[config.mk]
export PLATFORM = sky130hd
export DESIGN_NAME = magnetic_encoder_turn_and_velocity_unit
export DESIGN_NICKNAME = d
export VERILOG_FILES = /design/src/hw/rtl/metv_pkg.sv /design/src/hw/rtl/metv_ctrl.sv /design/src/hw/rtl/metv_dp.sv /design/src/hw/rtl/magnetic_encoder_turn_and_velocity_unit.sv
export SDC_FILE = /design/constraint.sdc
export NUM_CORES = 2
export LEC_CHECK = 0
export ABC_CLOCK_PERIOD_IN_PS = 7650
export BUFFER_PORTS_ARGS = -buffer_cell sky130_fd_sc_hd__buf_2
export CAP_MARGIN = 25
export CORE_UTILIZATION = 55
export DETAILED_ROUTE_END_ITERATION = 7
export PLACE_DENSITY = 0.83
export SYNTH_ARGS = -nofsm -noshare
export SYNTH_HDL_FRONTEND = slang
export SYNTH_SLANG_ARGS = --single-unit
[constraint.sdc]
create_clock -name aclk -period 7.65 [get_ports aclk]
set_input_delay 1.53 -clock aclk [delete_from_list [all_inputs] [get_ports aclk]]
set_output_delay 1.53 -clock aclk [all_outputs]
set_load 0.01 [all_outputs]
[src/hw/rtl/metv_pkg.sv]
// ============================================================================
// metv_pkg
// Shared widths, constants and controller/datapath interface types for the
// encoder turn and velocity unit.
// ============================================================================
package metv_pkg;

    localparam int ANGLE_W   = 12;
    localparam int TURN_W    = 32;
    localparam int TOTAL_W   = 44;
    localparam int TIME_W    = 32;
    localparam int VEL_W     = 32;
    localparam int DIVIN_W   = 16;
    localparam int MAG_W     = 44;
    localparam int HALF_W    = 22;
    localparam int SCALE_W   = 20;
    localparam int PP_W      = HALF_W + SCALE_W;
    localparam int PROD_W    = 64;
    localparam int QUO_W     = 31;
    localparam int DCNT_W    = 5;

    localparam logic [SCALE_W-1:0] USEC_PER_SEC = 20'd1000000;
    localparam logic [ANGLE_W-1:0] WRAP_RESET   = 12'd3276;
    localparam logic [DIVIN_W-1:0] DEFINT_RESET = 16'd1000;

    localparam logic [DCNT_W-1:0]  DIV_LAST_STEP = 5'(QUO_W - 1);

    localparam logic [VEL_W-1:0]   VEL_POS_MAX = 32'h7FFF_FFFF;
    localparam logic [VEL_W-1:0]   VEL_NEG_MIN = 32'h8000_0000;

    // Configuration register indexes.
    localparam logic CFG_WRAP_THRESHOLD   = 1'b0;
    localparam logic CFG_DEFAULT_INTERVAL = 1'b1;

    // Commands from the controller to the datapath.
    typedef struct packed {
        logic accept;
        logic prep;
        logic mul_lo;
        logic mul_hi;
        logic sum;
        logic div_step;
        logic load_out;
    } metv_cmd_t;

    // Status from the datapath to the controller.
    typedef struct packed {
        logic vel_go;
        logic sat;
        logic div_last;
        logic out_free;
    } metv_stat_t;

endpackage

[src/hw/rtl/metv_ctrl.sv]
// ============================================================================
// metv_ctrl
// Sequencer for one word: state update, velocity multiply, divide and the
// hand-off to the output register.
// ============================================================================
module metv_ctrl (
    input  logic                 aclk,
    input  logic                 aresetn,
    input  logic                 s_tvalid,
    output logic                 s_tready,
    input  metv_pkg::metv_stat_t stat,
    output metv_pkg::metv_cmd_t  cmd
);

    typedef enum logic [6:0] {
        ST_IDLE   = 7'b0000001,
        ST_PREP   = 7'b0000010,
        ST_MUL_LO = 7'b0000100,
        ST_MUL_HI = 7'b0001000,
        ST_SUM    = 7'b0010000,
        ST_DIV    = 7'b0100000,
        ST_DONE   = 7'b1000000
    } metv_state_t;

    metv_state_t state_reg;
    metv_state_t state_next;

    always_comb begin
        state_next = state_reg;
        unique case (state_reg)
            ST_IDLE: begin
                if (s_tvalid) begin
                    state_next = stat.vel_go ? ST_PREP : ST_DONE;
                end
            end
            ST_PREP:   state_next = ST_MUL_LO;
            ST_MUL_LO: state_next = ST_MUL_HI;
            ST_MUL_HI: state_next = ST_SUM;
            ST_SUM:    state_next = stat.sat ? ST_DONE : ST_DIV;
            ST_DIV: begin
                if (stat.div_last) begin
                    state_next = ST_DONE;
                end
            end
            ST_DONE: begin
                if (stat.out_free) begin
                    state_next = ST_IDLE;
                end
            end
            default:   state_next = ST_IDLE;
        endcase
    end

    always_ff @(posedge aclk) begin
        if (!aresetn) begin
            state_reg <= ST_IDLE;
        end else begin
            state_reg <= state_next;
        end
    end

    assign s_tready     = (state_reg == ST_IDLE);
    assign cmd.accept   = (state_reg == ST_IDLE) && s_tvalid;
    assign cmd.prep     = (state_reg == ST_PREP);
    assign cmd.mul_lo   = (state_reg == ST_MUL_LO);
    assign cmd.mul_hi   = (state_reg == ST_MUL_HI);
    assign cmd.sum      = (state_reg == ST_SUM);
    assign cmd.div_step = (state_reg == ST_DIV);
    assign cmd.load_out = (state_reg == ST_DONE) && stat.out_free;

    // A saturated quotient skips the divider entirely.
    a_sat_skips_div: assert property (@(posedge aclk) disable iff (!aresetn)
        cmd.sum && stat.sat |=> !cmd.div_step)
        else $error("divider started after a saturated product");

    // No new word is taken until the present one has reached the output.
    a_one_in_flight: assert property (@(posedge aclk) disable iff (!aresetn)
        cmd.accept |=> !s_tready)
        else $error("input accepted twice without finishing a word");

endmodule

[src/hw/rtl/metv_dp.sv]
// ============================================================================
// metv_dp
// Tracker state, configuration, velocity multiply, radix-2 restoring divider
// and the output register.
// ============================================================================
module metv_dp (
    input  logic                                  aclk,
    input  logic                                  aresetn,
    input  metv_pkg::metv_cmd_t                   cmd,
    output metv_pkg::metv_stat_t                  stat,
    input  logic                                  cfg_wr_en,
    input  logic                                  cfg_addr,
    input  logic [metv_pkg::DIVIN_W-1:0]          cfg_wr_data,
    input  logic                                  in_op,
    input  logic [7:0]                            in_angle_high,
    input  logic [7:0]                            in_angle_low,
    input  logic [metv_pkg::TIME_W-1:0]           in_time_us,
    input  logic                                  m_tready,
    output logic                                  m_tvalid,
    output logic [metv_pkg::ANGLE_W-1:0]          out_mech_angle,
    output logic [metv_pkg::TURN_W-1:0]           out_turns,
    output logic [metv_pkg::TOTAL_W-1:0]          out_total_angle,
    output logic [metv_pkg::VEL_W-1:0]            out_velocity,
    output logic                                  out_velocity_valid
);

    localparam int AW  = metv_pkg::ANGLE_W;
    localparam int TW  = metv_pkg::TURN_W;
    localparam int MW  = metv_pkg::MAG_W;
    localparam int HW  = metv_pkg::HALF_W;
    localparam int PW  = metv_pkg::PP_W;
    localparam int QW  = metv_pkg::QUO_W;
    localparam int DW  = metv_pkg::TIME_W;
    localparam int XW  = MW + 1;

    // Configuration.
    logic [AW-1:0]                  wrap_reg;
    logic [metv_pkg::DIVIN_W-1:0]   defint_reg;

    // Tracker state.
    logic                           primed_reg;
    logic [AW-1:0]                  angle_now_reg;
    logic [AW-1:0]                  angle_snap_reg;
    logic [TW-1:0]                  turn_count_reg;
    logic [TW-1:0]                  turn_snap_reg;
    logic [DW-1:0]                  time_now_reg;
    logic [DW-1:0]                  time_snap_reg;

    // Velocity working registers.
    logic                           vel_req_reg;
    logic                           neg_reg;
    logic                           sat_reg;
    logic [MW-1:0]                  mag_reg;
    logic [DW-1:0]                  divisor_reg;
    logic [PW-1:0]                  pp_lo_reg;
    logic [PW-1:0]                  pp_hi_reg;
    logic [DW-1:0]                  rem_reg;
    logic [QW-1:0]                  quo_reg;
    logic [metv_pkg::DCNT_W-1:0]    cnt_reg;

    logic                           out_valid_reg;

    // Turn detection on the incoming angle.
    logic [AW-1:0]                  angle_in;
    logic [AW:0]                    diff;
    logic [AW:0]                    abs_diff;
    logic                           wrapped;
    logic [TW-1:0]                  turn_step;

    always_comb begin
        angle_in  = {in_angle_high[3:0], in_angle_low};
        diff      = {1'b0, angle_in} - {1'b0, angle_now_reg};
        abs_diff  = diff[AW] ? ((AW+1)'(0) - diff) : diff;
        wrapped   = abs_diff > {1'b0, wrap_reg};
        // A positive jump means the angle wrapped backward through zero.
        turn_step = diff[AW] ? TW'(1) : {TW{1'b1}};
    end

    // Snapshot differences, formed once per velocity word.
    logic [DW-1:0]                  dt;
    logic [TW-1:0]                  dturn;
    logic [AW:0]                    dangle;
    logic [XW-1:0]                  delta;
    logic [XW-1:0]                  mag_full;
    logic [DW-1:0]                  divisor;

    always_comb begin
        dt       = time_now_reg - time_snap_reg;
        dturn    = turn_count_reg - turn_snap_reg;
        dangle   = {1'b0, angle_now_reg} - {1'b0, angle_snap_reg};
        delta    = {dturn[TW-1], dturn, {AW{1'b0}}} + {{(XW-AW-1){dangle[AW]}}, dangle};
        mag_full = delta[XW-1] ? (XW'(0) - delta) : delta;
        if (dt != '0) begin
            divisor = dt;
        end else if (defint_reg != '0) begin
            divisor = DW'(defint_reg);
        end else begin
            divisor = DW'(1);
        end
    end

    // Partial products of the magnitude and one million.
    logic [PW-1:0]                  pp_lo;
    logic [PW-1:0]                  pp_hi;
    logic [metv_pkg::PROD_W-1:0]    prod;
    logic                           sat_now;

    always_comb begin
        pp_lo   = {{(PW-HW){1'b0}}, mag_reg[HW-1:0]}
                * {{(PW-metv_pkg::SCALE_W){1'b0}}, metv_pkg::USEC_PER_SEC};
        pp_hi   = {{(PW-HW){1'b0}}, mag_reg[MW-1:HW]}
                * {{(PW-metv_pkg::SCALE_W){1'b0}}, metv_pkg::USEC_PER_SEC};
        prod    = {{(metv_pkg::PROD_W-PW){1'b0}}, pp_lo_reg}
                + {pp_hi_reg, {HW{1'b0}}};
        // The quotient reaches 2^31 exactly when the top bits reach the divisor.
        sat_now = prod[metv_pkg::PROD_W-1:QW] >= {1'b0, divisor_reg};
    end

    // One restoring division step.
    logic [DW:0]                    trial;
    logic                           ge;
    logic [DW:0]                    trial_sub;

    always_comb begin
        trial     = {rem_reg, quo_reg[QW-1]};
        ge        = trial >= {1'b0, divisor_reg};
        trial_sub = trial - {1'b0, divisor_reg};
    end

    // Final velocity word.
    logic [metv_pkg::VEL_W-1:0]     quo_ext;
    logic [metv_pkg::VEL_W-1:0]     vel_value;

    always_comb begin
        quo_ext = {1'b0, quo_reg};
        if (!vel_req_reg) begin
            vel_value = '0;
        end else if (sat_reg) begin
            vel_value = neg_reg ? metv_pkg::VEL_NEG_MIN : metv_pkg::VEL_POS_MAX;
        end else begin
            vel_value = neg_reg ? (metv_pkg::VEL_W'(0) - quo_ext) : quo_ext;
        end
    end

    assign stat.vel_go   = in_op && primed_reg;
    assign stat.sat      = sat_now;
    assign stat.div_last = (cnt_reg == metv_pkg::DIV_LAST_STEP);
    assign stat.out_free = !out_valid_reg || m_tready;

    // Control and architectural state.
    always_ff @(posedge aclk) begin
        if (!aresetn) begin
            wrap_reg       <= metv_pkg::WRAP_RESET;
            defint_reg     <= metv_pkg::DEFINT_RESET;
            primed_reg     <= 1'b0;
            angle_now_reg  <= '0;
            angle_snap_reg <= '0;
            turn_count_reg <= '0;
            turn_snap_reg  <= '0;
            time_now_reg   <= '0;
            time_snap_reg  <= '0;
            out_valid_reg  <= 1'b0;
        end else begin
            if (cfg_wr_en) begin
                unique case (cfg_addr)
                    metv_pkg::CFG_WRAP_THRESHOLD:   wrap_reg   <= cfg_wr_data[AW-1:0];
                    metv_pkg::CFG_DEFAULT_INTERVAL: defint_reg <= cfg_wr_data;
                    default:                        wrap_reg   <= wrap_reg;
                endcase
            end
            if (cmd.accept) begin
                angle_now_reg <= angle_in;
                time_now_reg  <= in_time_us;
                if (!primed_reg) begin
                    primed_reg     <= 1'b1;
                    angle_snap_reg <= angle_in;
                    time_snap_reg  <= in_time_us;
                end else if (wrapped) begin
                    turn_count_reg <= turn_count_reg + turn_step;
                end
            end
            if (cmd.prep) begin
                angle_snap_reg <= angle_now_reg;
                turn_snap_reg  <= turn_count_reg;
                time_snap_reg  <= time_now_reg;
            end
            if (cmd.load_out) begin
                out_valid_reg <= 1'b1;
            end else if (m_tready) begin
                out_valid_reg <= 1'b0;
            end
        end
    end

    // Velocity datapath and output payload.
    always_ff @(posedge aclk) begin
        if (cmd.accept) begin
            vel_req_reg <= in_op && primed_reg;
        end
        if (cmd.prep) begin
            neg_reg     <= delta[XW-1];
            mag_reg     <= mag_full[MW-1:0];
            divisor_reg <= divisor;
        end
        if (cmd.mul_lo) begin
            pp_lo_reg <= pp_lo;
        end
        if (cmd.mul_hi) begin
            pp_hi_reg <= pp_hi;
        end
        if (cmd.sum) begin
            sat_reg <= sat_now;
            rem_reg <= prod[metv_pkg::PROD_W-2:QW];
            quo_reg <= prod[QW-1:0];
            cnt_reg <= '0;
        end
        if (cmd.div_step) begin
            rem_reg <= ge ? trial_sub[DW-1:0] : trial[DW-1:0];
            quo_reg <= {quo_reg[QW-2:0], ge};
            cnt_reg <= cnt_reg + metv_pkg::DCNT_W'(1);
        end
        if (cmd.load_out) begin
            out_mech_angle     <= angle_now_reg;
            out_turns          <= turn_count_reg;
            out_total_angle    <= {turn_count_reg, angle_now_reg};
            out_velocity       <= vel_value;
            out_velocity_valid <= vel_req_reg;
        end
    end

    assign m_tvalid = out_valid_reg;

    // The partial remainder always stays below the divisor.
    a_rem_bounded: assert property (@(posedge aclk) disable iff (!aresetn)
        cmd.div_step |-> (rem_reg < divisor_reg))
        else $error("divider remainder reached the divisor");

    // A result is only written into a free or draining output register.
    a_no_overwrite: assert property (@(posedge aclk) disable iff (!aresetn)
        cmd.load_out |-> (!out_valid_reg || m_tready))
        else $error("output register overwritten before it was taken");

endmodule

[src/hw/rtl/magnetic_encoder_turn_and_velocity_unit.sv]
// ============================================================================
// magnetic_encoder_turn_and_velocity_unit
// Multi-turn tracker with velocity for a 12-bit absolute angle sensor.
// ============================================================================
// Sequence: an update-only or first word goes from acceptance straight to the
// done state; a velocity word also passes prep, two partial products, the sum
// and, unless the product saturates, the 31-step radix-2 restoring divider.
// Throughput: one word at a time, the next taken once the result is registered.
// Reset: synchronous, active-low aresetn clears the turn state, the primed
// flag and the output valid, and restores both configuration registers.
// ============================================================================
module magnetic_encoder_turn_and_velocity_unit (
    input  logic         aclk,
    input  logic         aresetn,

    // Input word.
    input  logic         s_tvalid,
    output logic         s_tready,
    // tdata: angle_high [7:0], angle_low [15:8], time_us [47:16]
    input  logic [47:0]  s_tdata,
    // tuser: operation [0]
    input  logic [0:0]   s_tuser,

    // Result word.
    output logic         m_tvalid,
    input  logic         m_tready,
    // tdata: mech_angle [11:0], turns [43:12], total_angle [87:44],
    //        velocity [119:88]
    output logic [119:0] m_tdata,
    // tuser: velocity_valid [0]
    output logic [0:0]   m_tuser,

    // Configuration write port.
    input  logic         cfg_wr_en,
    input  logic         cfg_addr,
    input  logic [15:0]  cfg_wr_data
);

    metv_pkg::metv_cmd_t  cmd;
    metv_pkg::metv_stat_t stat;

    logic [metv_pkg::ANGLE_W-1:0] out_mech_angle;
    logic [metv_pkg::TURN_W-1:0]  out_turns;
    logic [metv_pkg::TOTAL_W-1:0] out_total_angle;
    logic [metv_pkg::VEL_W-1:0]   out_velocity;
    logic                         out_velocity_valid;

    // The controller walks each word through its steps and only releases a
    // finished result when the output register is free or being drained, so
    // the next word can be accepted while the previous result still waits.
    metv_ctrl u_ctrl (
        .aclk     (aclk),
        .aresetn  (aresetn),
        .s_tvalid (s_tvalid),
        .s_tready (s_tready),
        .stat     (stat),
        .cmd      (cmd)
    );

    // The datapath holds the tracker state, forms the velocity as delta * 10^6
    // / dt (default interval if dt is 0) with saturation, owns the output register.
    metv_dp u_dp (
        .aclk               (aclk),
        .aresetn            (aresetn),
        .cmd                (cmd),
        .stat               (stat),
        .cfg_wr_en          (cfg_wr_en),
        .cfg_addr           (cfg_addr),
        .cfg_wr_data        (cfg_wr_data),
        .in_op              (s_tuser[0]),
        .in_angle_high      (s_tdata[7:0]),
        .in_angle_low       (s_tdata[15:8]),
        .in_time_us         (s_tdata[47:16]),
        .m_tready           (m_tready),
        .m_tvalid           (m_tvalid),
        .out_mech_angle     (out_mech_angle),
        .out_turns          (out_turns),
        .out_total_angle    (out_total_angle),
        .out_velocity       (out_velocity),
        .out_velocity_valid (out_velocity_valid)
    );

    // Result fields are packed from the lowest bit up with no gaps.
    assign m_tdata = {out_velocity, out_total_angle, out_turns, out_mech_angle};
    assign m_tuser = out_velocity_valid;

endmodule
After elaboration in Yosys (flattened, before gate mapping)
Index checks and enable logic that the tools add are counted.
{"block": "word_totals", "input_bits": 71, "mem_bits_rw": 0, "elab_cells": 100, "latchBits": 0, "memories": 0, "output_inout_bits": 123, "register_bits": 529, "mem_bits_ro": 0}
{"block": "op_classes", "div": 0, "mux": 29, "bitwise": 1, "eq_ne": 12, "shift": 0, "n_addsub": 12, "reduce_logical": 15, "magnitude_cmp": 3, "mul": 2}
{"op": "$mux W32", "n": 11}
{"op": "$sub A32 B32 Y32", "n": 3}
{"op": "$mul A22 B14 Y36 const B", "n": 2}
{"op": "$ge A33 B32 Y1", "n": 2}
{"op": "$add A42 B64 Y64", "n": 1}
{"op": "$mux W31", "n": 2}
{"op": "$pmux W7 S7", "n": 1}
{"op": "$add A44 B13 Y45", "n": 1}
{"op": "$mux W44", "n": 1}
{"op": "$sub A1 B44 Y44 const A", "n": 1}
{"op": "$mux W12", "n": 3}
{"op": "$mux W7", "n": 5}
{"op": "$add A32 B32 Y32", "n": 1}
{"op": "$reduce_bool A32 Y1", "n": 1}
{"op": "$sub A1 B31 Y32 const A", "n": 1}
{"op": "$sub A12 B12 Y13", "n": 2}
{"op": "$mux W16", "n": 1}
{"op": "$reduce_bool A16 Y1", "n": 1}
{"op": "$gt A13 B12 Y1", "n": 1}
{"op": "$mux W13", "n": 1}
{"op": "$sub A1 B13 Y13 const A", "n": 1}
{"op": "$mux W5", "n": 2}
{"op": "$eq A7 B1 Y1 const B", "n": 1}
{"op": "$eq A7 B2 Y1 const B", "n": 1}
{"op": "other kinds (17)", "n": 27}

Longest topological paths before layout
{"block": "depth", "depth_word": 5, "mapped_depth": 28, "ltp_nobuf": 26}

Modules after synthesis
Synthesis repeated with hierarchy kept, for this count alone.
{"block": "hier_totals", "hier_cells": 4253, "area_unflattened_um2": 40736.6}
{"module": "metv_dp", "seq_area_each_um2": 12532.0, "cells_per_inst": 4194, "n_inst": 1, "area_per_inst_um2": 40221.1}
{"module": "metv_ctrl", "seq_area_each_um2": 140.1, "cells_per_inst": 59, "n_inst": 1, "area_per_inst_um2": 515.5}

Least setup slack after synthesis
Ideal clock, no wire load.
{"block": "synth_path", "path_type": "input-to-reg", "from": "input s_tdata[8]", "to": "register u_dp.turn_count_reg[30]", "t_arrival_ps": 7453, "setup_slack_ps": 78, "setup_ps": 120, "path_buffers": 0, "path_stages": 24, "t_required_ps": 7530, "path_cell_list": "inv_1 -> ha_1 -> inv_1 -> fa_1 -> a21o_1 -> a21oi_1 -> nor2b_1 -> o31a_1 -> o21bai_1 -> nand2_1 -> a21o_1 -> a21oi_1 -> clkinv_1 -> fa_1 -> a21oi_1 -> o22ai_1 -> o41ai_1 -> nor4_1 -> o31ai_1 -> o21ai_0 -> o31ai_1 -> a211o_1 -> o21ai_0 -> a211o_1"}
{"block": "synth_between", "elab_chain_len": 5, "word_cells_on_any_way": 7, "classes_between": "add/sub (3); order compare (1); mux (2); reduce/logical (1)"}
{"element": "from (decl)", "line": "magnetic_encoder_turn_and_velocity_unit.sv:20", "source": "input logic [47:0] s_tdata,"}
{"element": "$sub A12 B12 Y13 (*)", "line": "metv_dp.sv:72", "source": "diff = {1'b0, angle_in} - {1'b0, angle_now_reg};"}
{"element": "$sub A1 B13 Y13", "line": "metv_dp.sv:73", "source": "abs_diff = diff[AW] ? ((AW+1)'(0) - diff) : diff;"}
{"element": "$mux W13", "line": "metv_dp.sv:73"}
{"element": "$gt A13 B12 Y1", "line": "metv_dp.sv:74", "source": "wrapped = abs_diff > {1'b0, wrap_reg};"}
{"element": "$reduce_and A3 Y1 (no line)"}
{"element": "to (signal assigned)", "line": "metv_dp.sv:179", "source": "turn_count_reg <= turn_count_reg + turn_step;"}
{"element": "to (decl)", "line": "metv_dp.sv:44", "source": "logic [TW-1:0] turn_count_reg;"}
Mark *: on every way between the ends. The rest lies on a longest branch, timed or not.
A chain may end at the register's enable or synchronous reset.

Final worst setup path
{"block": "layout_path", "from": "register u_dp.angle_now_reg[0]", "to": "register u_dp.mag_reg[43] (data pin)"}
{"block": "layout_between", "elab_chain_len": 4}
{"element": "from (decl)", "line": "metv_dp.sv:42", "source": "logic [AW-1:0] angle_now_reg;"}
{"element": "from (signal assigned)", "line": "metv_dp.sv:172", "source": "angle_now_reg <= angle_in;"}
{"element": "$sub A12 B12 Y13 (*)", "line": "metv_dp.sv:90", "source": "dangle = {1'b0, angle_now_reg} - {1'b0, angle_snap_reg};"}
{"element": "$add A44 B13 Y45 (*)", "line": "metv_dp.sv:91", "source": "delta = {dturn[TW-1], dturn, {AW{1'b0}}} + {{(XW-AW-1){dangle[AW]}}, dangle};"}
{"element": "$sub A1 B44 Y44", "line": "metv_dp.sv:92", "source": "mag_full = delta[XW-1] ? (XW'(0) - delta) : delta;"}
{"element": "$mux W44 (*)", "line": "metv_dp.sv:92"}
{"element": "net u_dp.mag_full[43]", "line": "metv_dp.sv:84", "source": "logic [XW-1:0] mag_full;"}
{"element": "to (signal assigned)", "line": "metv_dp.sv:202", "source": "mag_reg <= mag_full[MW-1:0];"}
{"element": "to (decl)", "line": "metv_dp.sv:53", "source": "logic [MW-1:0] mag_reg;"}
Mark *: on every way through the listed nets, which the timed path passes. The rest lies on a longest branch.

==> metrics <==
sw frac=43.8%; CORE AREA=around 73000 um2; initial antenna violation count=4; CP startpoint kind=register; synthesized area per cell=9.26 um2; vias in the first global route=30684; Tcrit/Tclk final=about nine tenths; main combinational cell family by area after synthesis=adder cells; share of cells above drive strength 1=7.98%; status=finished with violations; crit-path max FO=21; CTS Hold Bufs=0; met1 usage=around a third; nets=about 5300; Finish-stage setup viols=0; met2 Usage GRT=about two fifths; cells after synthesis=4426; power share of the clock group=roughly 14%; Compound-Gate Fraction of Synth Area=about 17%; failing checks=DRC; Root Buffer=clkbuf_16; Tmin final=approximately 7 ns; flops & latches, synth=485; EDFF count, synth=296; GRT met3 Usage=under 10%; Synth cell types=90; post-CTS setup buffer count=0; clock-pin slew of the registers on the worst-case setup and hold paths=~0.06 ns; Hold WC Path Type=register to register; CP max stage cell=or4_1; die area=approximately 76000 um2; clk sinks=485; H-tree levels=2; LEAKAGE=19.9 nW; DR WL/cell=16.8 um; crit-path leading delay family=simple AND/OR/NAND/NOR gates; Setup crit end kind=register; largest net degree at the start of global routing=~110; Slew headroom=31.9%; Die Width=275 um; # fillers=between 6000 and 7000; Initial DRT Pass Iterations=7; GRT overflow=0; maximum vdd drop=roughly 0.35 mV; Pwr Total=0.0171 W; Hold Vio Cnt, Final=0; power per standard cell area=387 nW/um2; gr usage total=about a quarter; initial cell density of the core=55.9%; mean number of vias per cell=5.82; sequential-to-total area share from yosys stat=around 31%; Max Buffers Root-to-Sink=3; Max Clk Rate=around 140 MHz; Ys Warns=0; worst path cell trace=inv_1, ha_1, inv_1, fa_1, a211oi_1, o21ai_0, and2_1, o21a_1, o21a_1, o21ai_0, nand2b_1, a21oi_4, buf_4, ha_1, a21oi_1, o21ai_0, and2_1, nor4_1, mux2i_1, or3b_1, or4_1, nand2b_1, o31ai_2, xnor2_1; combinational share of power=between 60% and 70%; max-slew violations=0; First DRT Iteration DRCs=around 2000; top_reg_cell synth=edfxtp_1; Port-buffer cells=189; Layout area overhead=8.03%; Worst EP arrival=7.36 ns; max-capacitance violation count=0; Net Sw Power=0.00751 W; CTS buffer count=52; vias=roughly 32000; final setup skew=0.0348 ns; Post-DRT Antenna Nets=0; Internal=around 0.0096 W; setup TNS=0 ns; RSZ-0062 raised after global routing=no; most frequent CP cell=o21ai_0; multi-input combinational cell area=approximately 26000 um2; syn_nets=between 5000 and 6000; Least-Margin Pin Slew=between 1 and 1.5 ns; # resized after CTS=0; Most Used Layer, Global Route=met2; Clock Latency Late Sink=~0.62 ns; Required @ worst endpoint=8.00 ns; first-pass GRT wire length=151000 um; Storage cell area=around 13000 um2; critical path class=register to register; Synth Cell Area=about 41000 um2; mux contribution to synthesized area=less than 1%; Worst Path Buf+Inv=3; simple-gate portion of the synthesized area=14.8%; Synth Area in XOR/XNOR=about 6.6%; Ports=194; post-detail-place hpwl=71800 um; Post-Synth Adder-Cell Area=a little under a quarter; Die H=275 um; drc violations=16; Cell Rows=99; final wirelength=92900 um; CTS tree=yes; sequential power share=between 20% and 30%; Post-synth ARST share=0%; CP peak stage delay=around 0.56 ns; routability cong.=about 0.9
## area by class of cell
type	count	area share (%)
Inverter	431	3.66
Clock inverter	27	0.463
Tap cell	959	2.71
Antenna cell	6	0.0339
Timing Repair Buffer	222	2.75
Clock buffer	70	3.18
Multi-Input combinational cell	3338	58.6
Sequential cell	485	28.6
## placed cells by master, fill, tap and decap left out, types with 111 or more instances in the layout
cell,Yosys,layout
edfxtp_1,296,296
buf_2,3,188
ha_1,489,489
nand2_1,562,562
dfxtp_1,189,189
fa_1,178,178
a21o_1,111,111
nor2_1,236,235
xnor2_1,191,190
xor2_1,116,116
a21oi_1,228,227
inv_1,429,429
o21ai_0,153,153
## metrics by stage
| step | hold WS (ns) | util, % | instances | area [um2] | worst slack (ns) |
|---|---|---|---|---|---|
| floorplan | 0.441 | - | 4426 | 41000 | 0.0778 |
| global placement | 0.452 | 58.1 | 5432 | 42600 | 0.428 |
| detailed placement | 0.459 | 58.1 | 5433 | 42600 | 0.363 |
| CTS | 0.468 | 60.3 | 5530 | 44200 | 0.712 |
| global route | 0.485 | 60.4 | 5536 | 44300 | 0.232 |
| finish | 0.464 | 60.4 | 5538 | 44300 | 0.646 |
## power groups by stage
stage	Clock, W	Combinational (W)	Sequential [W]
after floorplan	0	0.00862	0.00375
after global placement	0	0.0104	0.00379
after detailed placement	0	0.0107	0.00380
after CTS	0.00246	0.0108	0.00374
after global routing	0.00255	0.0122	0.00376
final	0.00242	0.0110	0.00374
## worst min-delay path, delay by kind of cell, from the launching register on
family           cells  cell delay (ns)
flip-flops           1             0.30
AO/OA/AOI/OAI        1             0.06
AND/OR/NAND/NOR      1             0.05
## metal layers
layer / wire length (um) / up-vias
met5: 0 / -
met4: 2950 / 0
met3: 4880 / 167
met2: 43900 / 833
met1: 41100 / 15428
li1: - / 15818
## cell usage after synthesis, types with 9 or more instances
master	count	area, um2
edfxtp_1	296	8890
buf_4	45	338
xor2_1	116	1020
dfxtp_1	189	3780
o31a_1	9	78.8
or2_2	13	81.3
o21bai_1	29	218
o21a_1	66	495
ha_1	489	6120
nand2b_1	23	144
mux2_2	9	101
nand3_1	106	531
nand2_1	562	2110
o311ai_0	9	78.8
nor2b_1	62	388
fa_1	178	3560
a31oi_1	36	225
o41ai_2	10	163
a211oi_1	36	270
nor3b_1	14	105
nand4_1	35	219
clkbuf_1	113	424
o22ai_1	12	75.1
a21o_1	111	833
or3_1	19	119
nor3_1	79	395
a21oi_1	228	1140
nor2_1	236	886
o211ai_1	40	300
and2_1	53	332
o21ai_0	153	766
mux2i_1	25	250
buf_1	10	37.5
and3_1	35	219
inv_1	429	1610
o31ai_1	18	135
xnor2_1	191	1670
o41ai_1	14	123
nor4_1	30	188
a21boi_0	103	773
o211a_1	49	490
## path summary, 6_finish.rpt
kind,startpoint,endpoint,slack (ns),cells after the start
setup reg to reg,u_dp.angle_now_reg[0],u_dp.mag_reg[43],0.65,24
hold / removal,u_dp.turn_snap_reg[19],u_dp.turn_snap_reg[19],0.46,2
hold reg to reg,u_dp.turn_snap_reg[19],u_dp.turn_snap_reg[19],0.46,2
setup / recovery,u_dp.angle_now_reg[0],u_dp.mag_reg[43],0.65,24
## logic make-up after synthesis
family / after synthesis
AND/OR/NAND/NOR: 1308
XOR/XNOR: 307
AO/OA/AOI/OAI: 1022
multiplexers: 34
flip-flops: 485
buffers and inverters: 603
adder cells (fa/ha/maj): 667
Note: power is estimated with default switching activity, not from simulation.
